**config.mk**
```make
export PLATFORM = sky130hd
export DESIGN_NAME = sorted_key_list_flat
export DESIGN_NICKNAME = d
export VERILOG_FILES = /design/src/rtl/core/skl_pkg.sv /design/src/rtl/core/skl_if.sv /design/src/rtl/core/skl_datapath.sv /design/src/rtl/core/skl_ctrl.sv /design/src/rtl/core/sorted_key_list.sv /design/src/flat_wrapper.sv
export SDC_FILE = /design/constraint.sdc
export NUM_CORES = 1
export LEC_CHECK = 0
export ABC_AREA = 1
export BUFFER_PORTS_ARGS = -buffer_cell sky130_fd_sc_hd__buf_4
export CAP_MARGIN = 25
export CORE_ASPECT_RATIO = 0.5
export CORE_MARGIN = 1
export CORE_UTILIZATION = 40
export DETAILED_ROUTE_END_ITERATION = 6
export HOLD_SLACK_MARGIN = 0.1
export PLACE_DENSITY = 0.62
export SLEW_MARGIN = 20
export SYNTH_ARGS = -nofsm -noshare
export SYNTH_HDL_FRONTEND = slang
export SYNTH_SLANG_ARGS = --single-unit
export TNS_END_PERCENT = 30
```
**constraint.sdc**
```tcl
create_clock -name clk -period 3.1 [get_ports clk]
set_input_delay 0.465 -clock clk [delete_from_list [all_inputs] [get_ports clk]]
set_output_delay 0.465 -clock clk [all_outputs]
set_load 0.01 [all_outputs]
```
**src/rtl/core/skl_pkg.sv**
```systemverilog
// Shared types and codes for the sorted key list.
// Used by the controller, the datapath and the top level; depends on nothing.
package skl_pkg;

  // Operation codes of an input item.
  typedef enum logic [1:0] {
    FN_INSERT = 2'd0,
    FN_DELETE = 2'd1,
    FN_SEARCH = 2'd2,
    FN_NONE   = 2'd3
  } func_t;

  // Result codes.
  typedef enum logic [2:0] {
    ST_INSERTED  = 3'd0,
    ST_FULL      = 3'd1,
    ST_DELETED   = 3'd2,
    ST_NOT_FOUND = 3'd3,
    ST_FIRST     = 3'd4,
    ST_LAST      = 3'd5,
    ST_MIDDLE    = 3'd6
  } status_t;

  // Read address choices for the key memory.
  typedef enum logic [1:0] {
    RS_IDX  = 2'd0,
    RS_DEC  = 2'd1,
    RS_INC  = 2'd2,
    RS_LAST = 2'd3
  } rsel_t;

  // Write data choices for the key memory.
  typedef enum logic {
    WS_KEY = 1'b0,
    WS_RD  = 1'b1
  } wsel_t;

  // Index register updates.
  typedef enum logic [2:0] {
    IX_HOLD  = 3'd0,
    IX_ZERO  = 3'd1,
    IX_COUNT = 3'd2,
    IX_INC   = 3'd3,
    IX_DEC   = 3'd4
  } idx_op_t;

  // Count register updates.
  typedef enum logic [1:0] {
    CN_HOLD = 2'd0,
    CN_INC  = 2'd1,
    CN_DEC  = 2'd2
  } cnt_op_t;

  // Commands from the controller to the datapath.
  typedef struct packed {
    logic    load;
    logic    rd_en;
    rsel_t   rd_sel;
    logic    wr_en;
    wsel_t   wr_sel;
    idx_op_t idx_op;
    cnt_op_t cnt_op;
    logic    set_status;
    status_t status;
    logic    push;
  } cmd_t;

  // Status from the datapath to the controller.
  typedef struct packed {
    func_t func;
    logic  full;
    logic  idx_zero;
    logic  idx_eq_cnt;
    logic  idx_eq_last;
    logic  rd_gt;
    logic  rd_eq;
    logic  out_free;
  } sts_t;

endpackage

```
**src/rtl/core/skl_if.sv**
```systemverilog
// Valid/ready channel interfaces for the sorted key list.
// The request carries an operation and a key, the response a status and a count.
interface skl_req_if;
  logic        valid;
  logic        ready;
  logic [1:0]  func;
  logic [15:0] key;

  modport source (output valid, output func, output key, input ready);
  modport sink (input valid, input func, input key, output ready);
endinterface

interface skl_rsp_if;
  logic       valid;
  logic       ready;
  logic [2:0] status;
  logic [4:0] entry_count;

  modport source (output valid, output status, output entry_count, input ready);
  modport sink (input valid, input status, input entry_count, output ready);
endinterface

```
**src/rtl/core/skl_datapath.sv**
```systemverilog
// Datapath of the sorted key list: key memory, index, count and result register.
// Depends on skl_pkg; driven by skl_ctrl through cmd_t and reports through sts_t.
module skl_datapath
  import skl_pkg::*;
#(
  parameter int CAPACITY = 16
) (
  input  logic        clk,
  input  logic        rst,
  input  logic [1:0]  req_func,
  input  logic [15:0] req_key,
  input  cmd_t        cmd,
  output sts_t        sts,
  input  logic        rsp_ready,
  output logic        rsp_valid,
  output logic [2:0]  rsp_status,
  output logic [4:0]  rsp_entry_count
);

  localparam int IW = $clog2(CAPACITY + 1);
  localparam int AW = $clog2(CAPACITY);

  logic [15:0]   mem [CAPACITY];
  logic [15:0]   rd_data;
  logic [15:0]   key;
  func_t         func;
  logic [IW-1:0] idx;
  logic [IW-1:0] idx_next;
  logic [IW-1:0] cnt;
  logic [IW-1:0] cnt_next;
  logic [IW-1:0] last;
  logic [IW-1:0] idx_dec;
  logic [IW-1:0] idx_inc;
  logic [IW-1:0] rd_addr_full;
  logic [IW+4:0] cnt_ext;
  status_t       status;

  assign last    = cnt - IW'(1);
  assign idx_dec = idx - IW'(1);
  assign idx_inc = idx + IW'(1);
  assign cnt_ext = {5'b0, cnt};

  // Captured item.
  always_ff @(posedge clk) begin
    if (cmd.load) begin
      key  <= req_key;
      func <= func_t'(req_func);
    end
  end

  // Read address selection.
  always_comb begin
    case (cmd.rd_sel)
      RS_IDX:  rd_addr_full = idx;
      RS_DEC:  rd_addr_full = idx_dec;
      RS_INC:  rd_addr_full = idx_inc;
      RS_LAST: rd_addr_full = last;
      default: rd_addr_full = idx;
    endcase
  end

  // Key memory with one write port and one registered read port.
  always_ff @(posedge clk) begin
    if (cmd.wr_en) begin
      mem[idx[AW-1:0]] <= (cmd.wr_sel == WS_RD) ? rd_data : key;
    end
    if (cmd.rd_en) begin
      rd_data <= mem[rd_addr_full[AW-1:0]];
    end
  end

  // Index register.
  always_comb begin
    case (cmd.idx_op)
      IX_HOLD:  idx_next = idx;
      IX_ZERO:  idx_next = '0;
      IX_COUNT: idx_next = cnt;
      IX_INC:   idx_next = idx_inc;
      IX_DEC:   idx_next = idx_dec;
      default:  idx_next = idx;
    endcase
  end

  always_ff @(posedge clk) begin
    idx <= idx_next;
  end

  // Count of held keys.
  always_comb begin
    case (cmd.cnt_op)
      CN_HOLD: cnt_next = cnt;
      CN_INC:  cnt_next = cnt + IW'(1);
      CN_DEC:  cnt_next = cnt - IW'(1);
      default: cnt_next = cnt;
    endcase
  end

  always_ff @(posedge clk) begin
    if (rst) begin
      cnt <= '0;
    end else begin
      cnt <= cnt_next;
    end
  end

  // Result code of the item at work.
  always_ff @(posedge clk) begin
    if (cmd.set_status) begin
      status <= cmd.status;
    end
  end

  // Output register; it holds a result until the sink takes it.
  always_ff @(posedge clk) begin
    if (rst) begin
      rsp_valid <= 1'b0;
    end else if (cmd.push) begin
      rsp_valid <= 1'b1;
    end else if (rsp_ready) begin
      rsp_valid <= 1'b0;
    end
  end

  always_ff @(posedge clk) begin
    if (cmd.push) begin
      rsp_status      <= status;
      rsp_entry_count <= cnt_ext[4:0];
    end
  end

  // Status toward the controller.
  always_comb begin
    sts.func        = func;
    sts.full        = (cnt == IW'(CAPACITY));
    sts.idx_zero    = (idx == '0);
    sts.idx_eq_cnt  = (idx == cnt);
    sts.idx_eq_last = (idx == last);
    sts.rd_gt       = (rd_data > key);
    sts.rd_eq       = (rd_data == key);
    sts.out_free    = !rsp_valid || rsp_ready;
  end

  // The count never passes the capacity.
  a_cnt_bound: assert property (@(posedge clk) disable iff (rst)
    cnt <= IW'(CAPACITY))
    else $error("key count above capacity");

  // The count moves by at most one per cycle.
  a_cnt_step: assert property (@(posedge clk) disable iff (rst)
    !$past(rst) |-> (cnt == $past(cnt) || cnt == $past(cnt) + IW'(1) ||
                     cnt == $past(cnt) - IW'(1)))
    else $error("key count jumped");

  // A result is only pushed into a free output register.
  a_push_free: assert property (@(posedge clk) disable iff (rst)
    cmd.push |-> (!rsp_valid || rsp_ready))
    else $error("result pushed over a waiting result");

  // Writes stay inside the store.
  a_wr_range: assert property (@(posedge clk) disable iff (rst)
    cmd.wr_en |-> idx < IW'(CAPACITY))
    else $error("write beyond capacity");

endmodule

```
**src/rtl/core/skl_ctrl.sv**
```systemverilog
// Controller of the sorted key list: sequences scans and shifts of the key memory.
// Depends on skl_pkg; drives skl_datapath through cmd_t and reads sts_t back.
module skl_ctrl
  import skl_pkg::*;
(
  input  logic clk,
  input  logic rst,
  input  logic req_valid,
  output logic req_ready,
  input  sts_t sts,
  output cmd_t cmd
);

  typedef enum logic [9:0] {
    S_IDLE     = 10'b0000000001,
    S_DISP     = 10'b0000000010,
    S_INS_CHK  = 10'b0000000100,
    S_INS_CMP  = 10'b0000001000,
    S_SCAN_CHK = 10'b0000010000,
    S_SCAN_CMP = 10'b0000100000,
    S_SHF_CHK  = 10'b0001000000,
    S_SHF_WR   = 10'b0010000000,
    S_SRC_LAST = 10'b0100000000,
    S_DONE     = 10'b1000000000
  } state_t;

  state_t state;
  state_t state_next;

  assign req_ready = (state == S_IDLE);

  // State register.
  always_ff @(posedge clk) begin
    if (rst) begin
      state <= S_IDLE;
    end else begin
      state <= state_next;
    end
  end

  // Next state and commands.
  always_comb begin
    state_next     = state;
    cmd.load       = 1'b0;
    cmd.rd_en      = 1'b0;
    cmd.rd_sel     = RS_IDX;
    cmd.wr_en      = 1'b0;
    cmd.wr_sel     = WS_KEY;
    cmd.idx_op     = IX_HOLD;
    cmd.cnt_op     = CN_HOLD;
    cmd.set_status = 1'b0;
    cmd.status     = ST_NOT_FOUND;
    cmd.push       = 1'b0;
    case (state)
      S_IDLE: begin
        if (req_valid) begin
          cmd.load   = 1'b1;
          state_next = S_DISP;
        end
      end
      S_DISP: begin
        case (sts.func)
          FN_INSERT: begin
            if (sts.full) begin
              cmd.set_status = 1'b1;
              cmd.status     = ST_FULL;
              state_next     = S_DONE;
            end else begin
              cmd.idx_op = IX_COUNT;
              state_next = S_INS_CHK;
            end
          end
          FN_DELETE, FN_SEARCH: begin
            cmd.idx_op = IX_ZERO;
            state_next = S_SCAN_CHK;
          end
          default: begin
            cmd.set_status = 1'b1;
            cmd.status     = ST_NOT_FOUND;
            state_next     = S_DONE;
          end
        endcase
      end
      // Insert walks down from the top, moving larger keys up one place.
      S_INS_CHK: begin
        if (sts.idx_zero) begin
          cmd.wr_en      = 1'b1;
          cmd.wr_sel     = WS_KEY;
          cmd.cnt_op     = CN_INC;
          cmd.set_status = 1'b1;
          cmd.status     = ST_INSERTED;
          state_next     = S_DONE;
        end else begin
          cmd.rd_en  = 1'b1;
          cmd.rd_sel = RS_DEC;
          state_next = S_INS_CMP;
        end
      end
      S_INS_CMP: begin
        cmd.wr_en = 1'b1;
        if (sts.rd_gt) begin
          cmd.wr_sel = WS_RD;
          cmd.idx_op = IX_DEC;
          state_next = S_INS_CHK;
        end else begin
          cmd.wr_sel     = WS_KEY;
          cmd.cnt_op     = CN_INC;
          cmd.set_status = 1'b1;
          cmd.status     = ST_INSERTED;
          state_next     = S_DONE;
        end
      end
      // Delete and search scan up from the bottom for the first equal key.
      S_SCAN_CHK: begin
        if (sts.idx_eq_cnt) begin
          cmd.set_status = 1'b1;
          cmd.status     = ST_NOT_FOUND;
          state_next     = S_DONE;
        end else begin
          cmd.rd_en  = 1'b1;
          cmd.rd_sel = RS_IDX;
          state_next = S_SCAN_CMP;
        end
      end
      S_SCAN_CMP: begin
        if (sts.rd_eq) begin
          if (sts.func == FN_DELETE) begin
            state_next = S_SHF_CHK;
          end else if (sts.idx_zero) begin
            cmd.set_status = 1'b1;
            cmd.status     = ST_FIRST;
            state_next     = S_DONE;
          end else begin
            cmd.rd_en  = 1'b1;
            cmd.rd_sel = RS_LAST;
            state_next = S_SRC_LAST;
          end
        end else if (sts.rd_gt) begin
          cmd.set_status = 1'b1;
          cmd.status     = ST_NOT_FOUND;
          state_next     = S_DONE;
        end else begin
          cmd.idx_op = IX_INC;
          state_next = S_SCAN_CHK;
        end
      end
      // Delete closes the gap by moving the keys above it down one place.
      S_SHF_CHK: begin
        if (sts.idx_eq_last) begin
          cmd.cnt_op     = CN_DEC;
          cmd.set_status = 1'b1;
          cmd.status     = ST_DELETED;
          state_next     = S_DONE;
        end else begin
          cmd.rd_en  = 1'b1;
          cmd.rd_sel = RS_INC;
          state_next = S_SHF_WR;
        end
      end
      S_SHF_WR: begin
        cmd.wr_en  = 1'b1;
        cmd.wr_sel = WS_RD;
        cmd.idx_op = IX_INC;
        state_next = S_SHF_CHK;
      end
      // A match above the first entry is last or middle, by the top entry.
      S_SRC_LAST: begin
        cmd.set_status = 1'b1;
        cmd.status     = sts.rd_eq ? ST_LAST : ST_MIDDLE;
        state_next     = S_DONE;
      end
      S_DONE: begin
        if (sts.out_free) begin
          cmd.push   = 1'b1;
          state_next = S_IDLE;
        end
      end
      default: begin
        state_next = S_IDLE;
      end
    endcase
  end

  // An accepted item always leaves the idle state.
  a_accept_moves: assert property (@(posedge clk) disable iff (rst)
    (state == S_IDLE && req_valid) |=> state == S_DISP)
    else $error("accepted item not dispatched");

  // Memory is never written and read at work while idle or finishing.
  a_quiet_idle: assert property (@(posedge clk) disable iff (rst)
    (state == S_IDLE || state == S_DONE) |-> !cmd.wr_en && !cmd.rd_en)
    else $error("memory access outside an operation");

  // Every push returns the block to idle.
  a_push_idle: assert property (@(posedge clk) disable iff (rst)
    cmd.push |=> state == S_IDLE)
    else $error("push did not end the operation");

endmodule

```
**src/rtl/core/sorted_key_list.sv**
```systemverilog
// Sorted key list: up to CAPACITY 16-bit keys in ascending order, one key memory.
// A full insert or an unused code makes no memory access; a scan, shift or insert
// steps through the memory, each step one memory read and one compare or write.
// One item at a time; the next is taken once the result is registered. Synchronous
// reset empties the list; no clearing pass.
module sorted_key_list
  import skl_pkg::*;
#(
  parameter int CAPACITY = 16
) (
  input  logic clk,
  input  logic rst,
  skl_req_if.sink   req,
  skl_rsp_if.source rsp
);

  cmd_t cmd;
  sts_t sts;

  // Sequencer.
  skl_ctrl u_ctrl (
    .clk       (clk),
    .rst       (rst),
    .req_valid (req.valid),
    .req_ready (req.ready),
    .sts       (sts),
    .cmd       (cmd)
  );

  // Storage and compare logic.
  skl_datapath #(
    .CAPACITY (CAPACITY)
  ) u_datapath (
    .clk             (clk),
    .rst             (rst),
    .req_func        (req.func),
    .req_key         (req.key),
    .cmd             (cmd),
    .sts             (sts),
    .rsp_ready       (rsp.ready),
    .rsp_valid       (rsp.valid),
    .rsp_status      (rsp.status),
    .rsp_entry_count (rsp.entry_count)
  );

endmodule

```
**src/flat_wrapper.sv**
```systemverilog
// flat-port wrapper written by rule: the top's interface ports become plain ports
module sorted_key_list_flat import skl_pkg::*;
#(
  parameter int CAPACITY = 16
)
  (clk, rst, req_valid, req_func, req_key, req_ready, rsp_valid, rsp_status, rsp_entry_count, rsp_ready);
  skl_req_if req_i ();
  skl_rsp_if rsp_i ();
  input  logic clk;
  input  logic rst;
  input wire logic [$bits(req_i.valid)-1:0] req_valid;
  input wire logic [$bits(req_i.func)-1:0] req_func;
  input wire logic [$bits(req_i.key)-1:0] req_key;
  output wire logic [$bits(req_i.ready)-1:0] req_ready;
  output wire logic [$bits(rsp_i.valid)-1:0] rsp_valid;
  output wire logic [$bits(rsp_i.status)-1:0] rsp_status;
  output wire logic [$bits(rsp_i.entry_count)-1:0] rsp_entry_count;
  input wire logic [$bits(rsp_i.ready)-1:0] rsp_ready;
  assign req_i.valid = req_valid;
  assign req_i.func = req_func;
  assign req_i.key = req_key;
  assign req_ready = req_i.ready;
  assign rsp_valid = rsp_i.valid;
  assign rsp_status = rsp_i.status;
  assign rsp_entry_count = rsp_i.entry_count;
  assign rsp_i.ready = rsp_ready;
  sorted_key_list #(.CAPACITY(CAPACITY)) u_core (.clk(clk), .rst(rst), .req(req_i), .rsp(rsp_i));
endmodule
```
==> results by group <==
Clock network
  – Insertion delay of the later-clocked pin in the worst-skew pair: ~600 ps
  – Clock tree from TritonCTS: yes
  – Clock root buffer master: sky130_fd_sc_hd__clkbuf_16
  – Maximum clock path buffer count: 3
  – Cts bufs inserted: 31
  – Register clock-pin slew on the reported worst setup and hold paths: 70 ps
  – H-Tree Level Count: 1
  – Clock Sinks: about 320

Timing
  – Fin crit share: between 90% and 100%
  – Fin. max-slew vios: 0
  – Min cycle time layout: around 3000 ps
  – Worst hold margin: between 100 and 150 ps
  – Remaining max-slew budget at the tightest pin: about 52%
  – Clock Skews: approximately 10 ps
  – Fin. Hold Viols: 0
  – Worst-Margin Slew: 713 ps
  – Final setup slack of the worst path: 128 ps
  – Total setup violations reported at the end of the flow: 0
  – Maximum operating frequency: about 340 MHz

Layout
  – Fill cell instance count of the final layout: 3313
  – Number of diodes added for antenna fixing: 0
  – Layout cell share with drive strength beyond 1: between 10% and 20%
  – Fin nets: ~1700
  – Relative area change from synthesis to final layout: 18.9%
  – Post-route design area: around 0.018 mm^2
  – Post-route core utilization: between 40% and 50%

Drt
  – Final WL: between 40000 and 50000 um
  – Post-route DRC violation count: 0
  – Via count: ~11000
  – Pre-Repair DR Iteration Count: 5
  – Routed Antenna Nets: 0
  – Routed via count divided by cell count: approximately 5.3
  – Initial DRC count: 1184
  – Routed wire per std cell: around 20 um

Synth
  – Predominant post-synthesis flop cell: sky130_fd_sc_hd__edfxtp_1
  – Synth Cell Area: approximately 0.015 mm^2
  – Number of flops mapped to enable cells by yosys: a little over 300
  – Number of warning messages in the yosys log: 0
  – Share of flip-flops with an asynchronous set or reset after synthesis: 0%
  – Cell accounting for the most synthesized area: sky130_fd_sc_hd__edfxtp_1
  – Flip-flop and latch count after synthesis: roughly 320
  – Share of the yosys chip area belonging to registers: 63.0%
  – Most frequent cell after synthesis: sky130_fd_sc_hd__nand2_1
  – Synthesized netlist net count: around 1600
  – Library cells used by synthesis: 37
  – Top cells by instance count after synthesis: sky130_fd_sc_hd__nand2_1, sky130_fd_sc_hd__nand3_1, sky130_fd_sc_hd__edfxtp_1, sky130_fd_sc_hd__inv_1, sky130_fd_sc_hd__nor2_1
  – Instance count of the mapped netlist: 1504
  – Mean post-synth cell area: 10.0 um^2
  – Dominant cells by area after synthesis: sky130_fd_sc_hd__edfxtp_1, sky130_fd_sc_hd__nand3_1, sky130_fd_sc_hd__nand2_1
  – Share of the synthesized area in the top cell type: about three fifths

Placement
  – Post-Place Setup Slack: -73.0 ps
  – Half-perimeter wire length of the detailed placement result: roughly 23000 um
  – Count of input and output buffers: 31
  – Routability-driven placement congestion ratio: 0.953
  – Post-place instance area: approximately 0.016 mm^2

Floorplan
  – Floorplan die height: ~140 um
  – Chip Width: ~280 um
  – Core Region: 0.0365 mm^2
  – Floorplan die area: ~0.039 mm^2
  – Initial Util: between 40 and 50%
  – Std-Cell Rows: 49
  – I/O pin total: 32

Global route
  – Maximum number of pins on one net before global-route repair: 73
  – Via count of the first global-routing pass: between 10000 and 15000
  – Met3 routing resource usage after global routing: about 3.6%
  – GR peak layer: met2
  – Leftover overflow at the end of global routing: 0
  – Overall routing resource usage: between 20% and 30%
  – Antenna violations before repair: 0
  – Met1 usage: between 20 and 30%
  – Met2 routing resource usage after global routing: between 30% and 40%
  – Global-route wire length before repair: approximately 61000 um

Job
  – Maximum Capacitance Violations: 0

Worst setup path
  – Crit path buf inv count: 3
  – Kind of cell adding the most delay to the critical path: simple AND/OR/NAND/NOR gates
  – Startpoint type of the worst setup path: flip-flop
  – Required time of the worst setup path: around 3400 ps
  – Most repeated library cell on the critical path: sky130_fd_sc_hd__nand3_1
  – Worst-path cell with the longest stage delay: sky130_fd_sc_hd__edfxtp_1
  – Delay of the slowest cell on the worst path: roughly 400 ps
  – Crit path cell chain: ha_1 -> nand2_1 -> nor2_2 -> nand2_1 -> buf_4 -> nor3_4 -> nand2_2 -> nand4_1 -> buf_12 -> buf_16 -> nand3_1 -> nand3_1 -> nand3_1 -> nand3_1 -> nand2_2
  – WS Path Type: reg2reg
  – Worst Setup End Kind: flip-flop
  – Max FO, Critical Path: around 50
  – Data arrival time of the worst path: around 3300 ps

Power
  – Leakage power of the design: between 7 and 8 nW
  – Overall power after layout: approximately 0.009 W
  – Power Density: 500 mW/mm^2
  – IR Drop Worst-Case VDD: 359 uV

Min path
  – Worst Hold Class: in2reg

Run status
  – Status: finished, final reports clean
==> state kept, by name (all words and copies together) (netlist names) <==
name,flops
u_core.u_datapath.mem,256
u_core.u_datapath.key,16
u_core.u_datapath.rd_data,16
u_core.u_ctrl.state,10
u_core.u_datapath.cnt,5
u_core.u_datapath.idx,5
u_core.u_datapath.rsp_entry_count,5
u_core.u_datapath.rsp_status,3
u_core.u_datapath.status,3
u_core.u_datapath.func,2
u_core.u_datapath.rsp_valid,1
==> report_power, final <==
part,switching (W),internal (W)
Sequential,0.0000140,0.00482
Combinational,0.000321,0.000177
Clock,0.00164,0.00200
==> kinds of logic (layout without fill, tap and decap cells) <==
family	count (synthesis)	after routing	synth area share, %
AOI/OAI and AO/OA	65	65	2.40
xor gates and xnor gates	8	8	0.464
adders and majority gates	27	27	2.24
buffers and inverters	290	426	7.90
DFF	322	322	63.0
and+or+nand+nor	792	794	24.0
==> cell usage in the layout (no fill, tap or decap), drive strengths merged, types with 4 or more instances in the layout <==
cell type	synthesis	routed
buf	63	123
a21oi	21	21
nand2	344	346
nand3b	17	17
nand4	11	11
clkinv	0	14
nand3	327	327
nor3	16	16
edfxtp	306	306
o22ai	4	4
ha	27	27
dlygate4sd3	0	18
nor2	67	67
clkbuf	6	46
xor2	6	6
o211ai	7	7
dfxtp	16	16
nor4	6	6
inv	221	222
o21ai	30	30
==> worst register-to-register path: cells and delay by family, from the launching register on <==
kind | cells | cell delay, ps
fa+ha+maj | 1 | 300
buf+inv | 3 | 600
flops | 1 | 400
simple gates | 11 | 1420
==> per-layer routing <==
metal / share of wire [%] / vias up
met5: 0 / -
met4: 2.5 / 0
met3: 7.8 / 70
met2: 46 / 435
met1: 44 / 5474
li1: - / 5318
==> stage by stage <==
step | setup TNS (ps) | cells
CTS | 0 | 2104
floorplan | 0 | 1504
global route | -21.0 | 2126
global placement | 0 | 2029
detailed placement | -1160 | 2029
finish | 0 | 2126
==> layout make-up <==
cell class / instances / area (um^2) / area share (%)
sequential: 322 / 9510 / 53.0
timing repair buffer: 148 / 1490 / 8.28
clock buffer: 39 / 806 / 4.49
multi-input combinational: 894 / 4560 / 25.4
inverter: 221 / 830 / 4.62
tap: 484 / 606 / 3.38
clock inverter: 18 / 146 / 0.816
==> path summary, 6_finish.rpt <==
path / endpoint / depth (start not counted) / startpoint / slack, ps
setup reg to reg: u_core.u_datapath.rd_data[9] / 15 / u_core.u_datapath.rd_data[2] / 130
setup / recovery: u_core.u_datapath.rd_data[9] / 15 / u_core.u_datapath.rd_data[2] / 130
hold / removal: u_core.u_ctrl.state[8] / 2 / rst / 150
hold reg to reg: u_core.u_datapath.rsp_status[1] / 0 / u_core.u_datapath.status[1] / 420
==> what timing repair did <==
item	4_1_cts	5_1_grt
buffers inserted	0	8
setup endpoints to repair	16	64
gates cloned	0	14
hold buffers	18	0
gates resized for setup	1	23
pin swaps	0	9
hold endpoints to repair	18	0
Power figures use the tool's default switching activity.
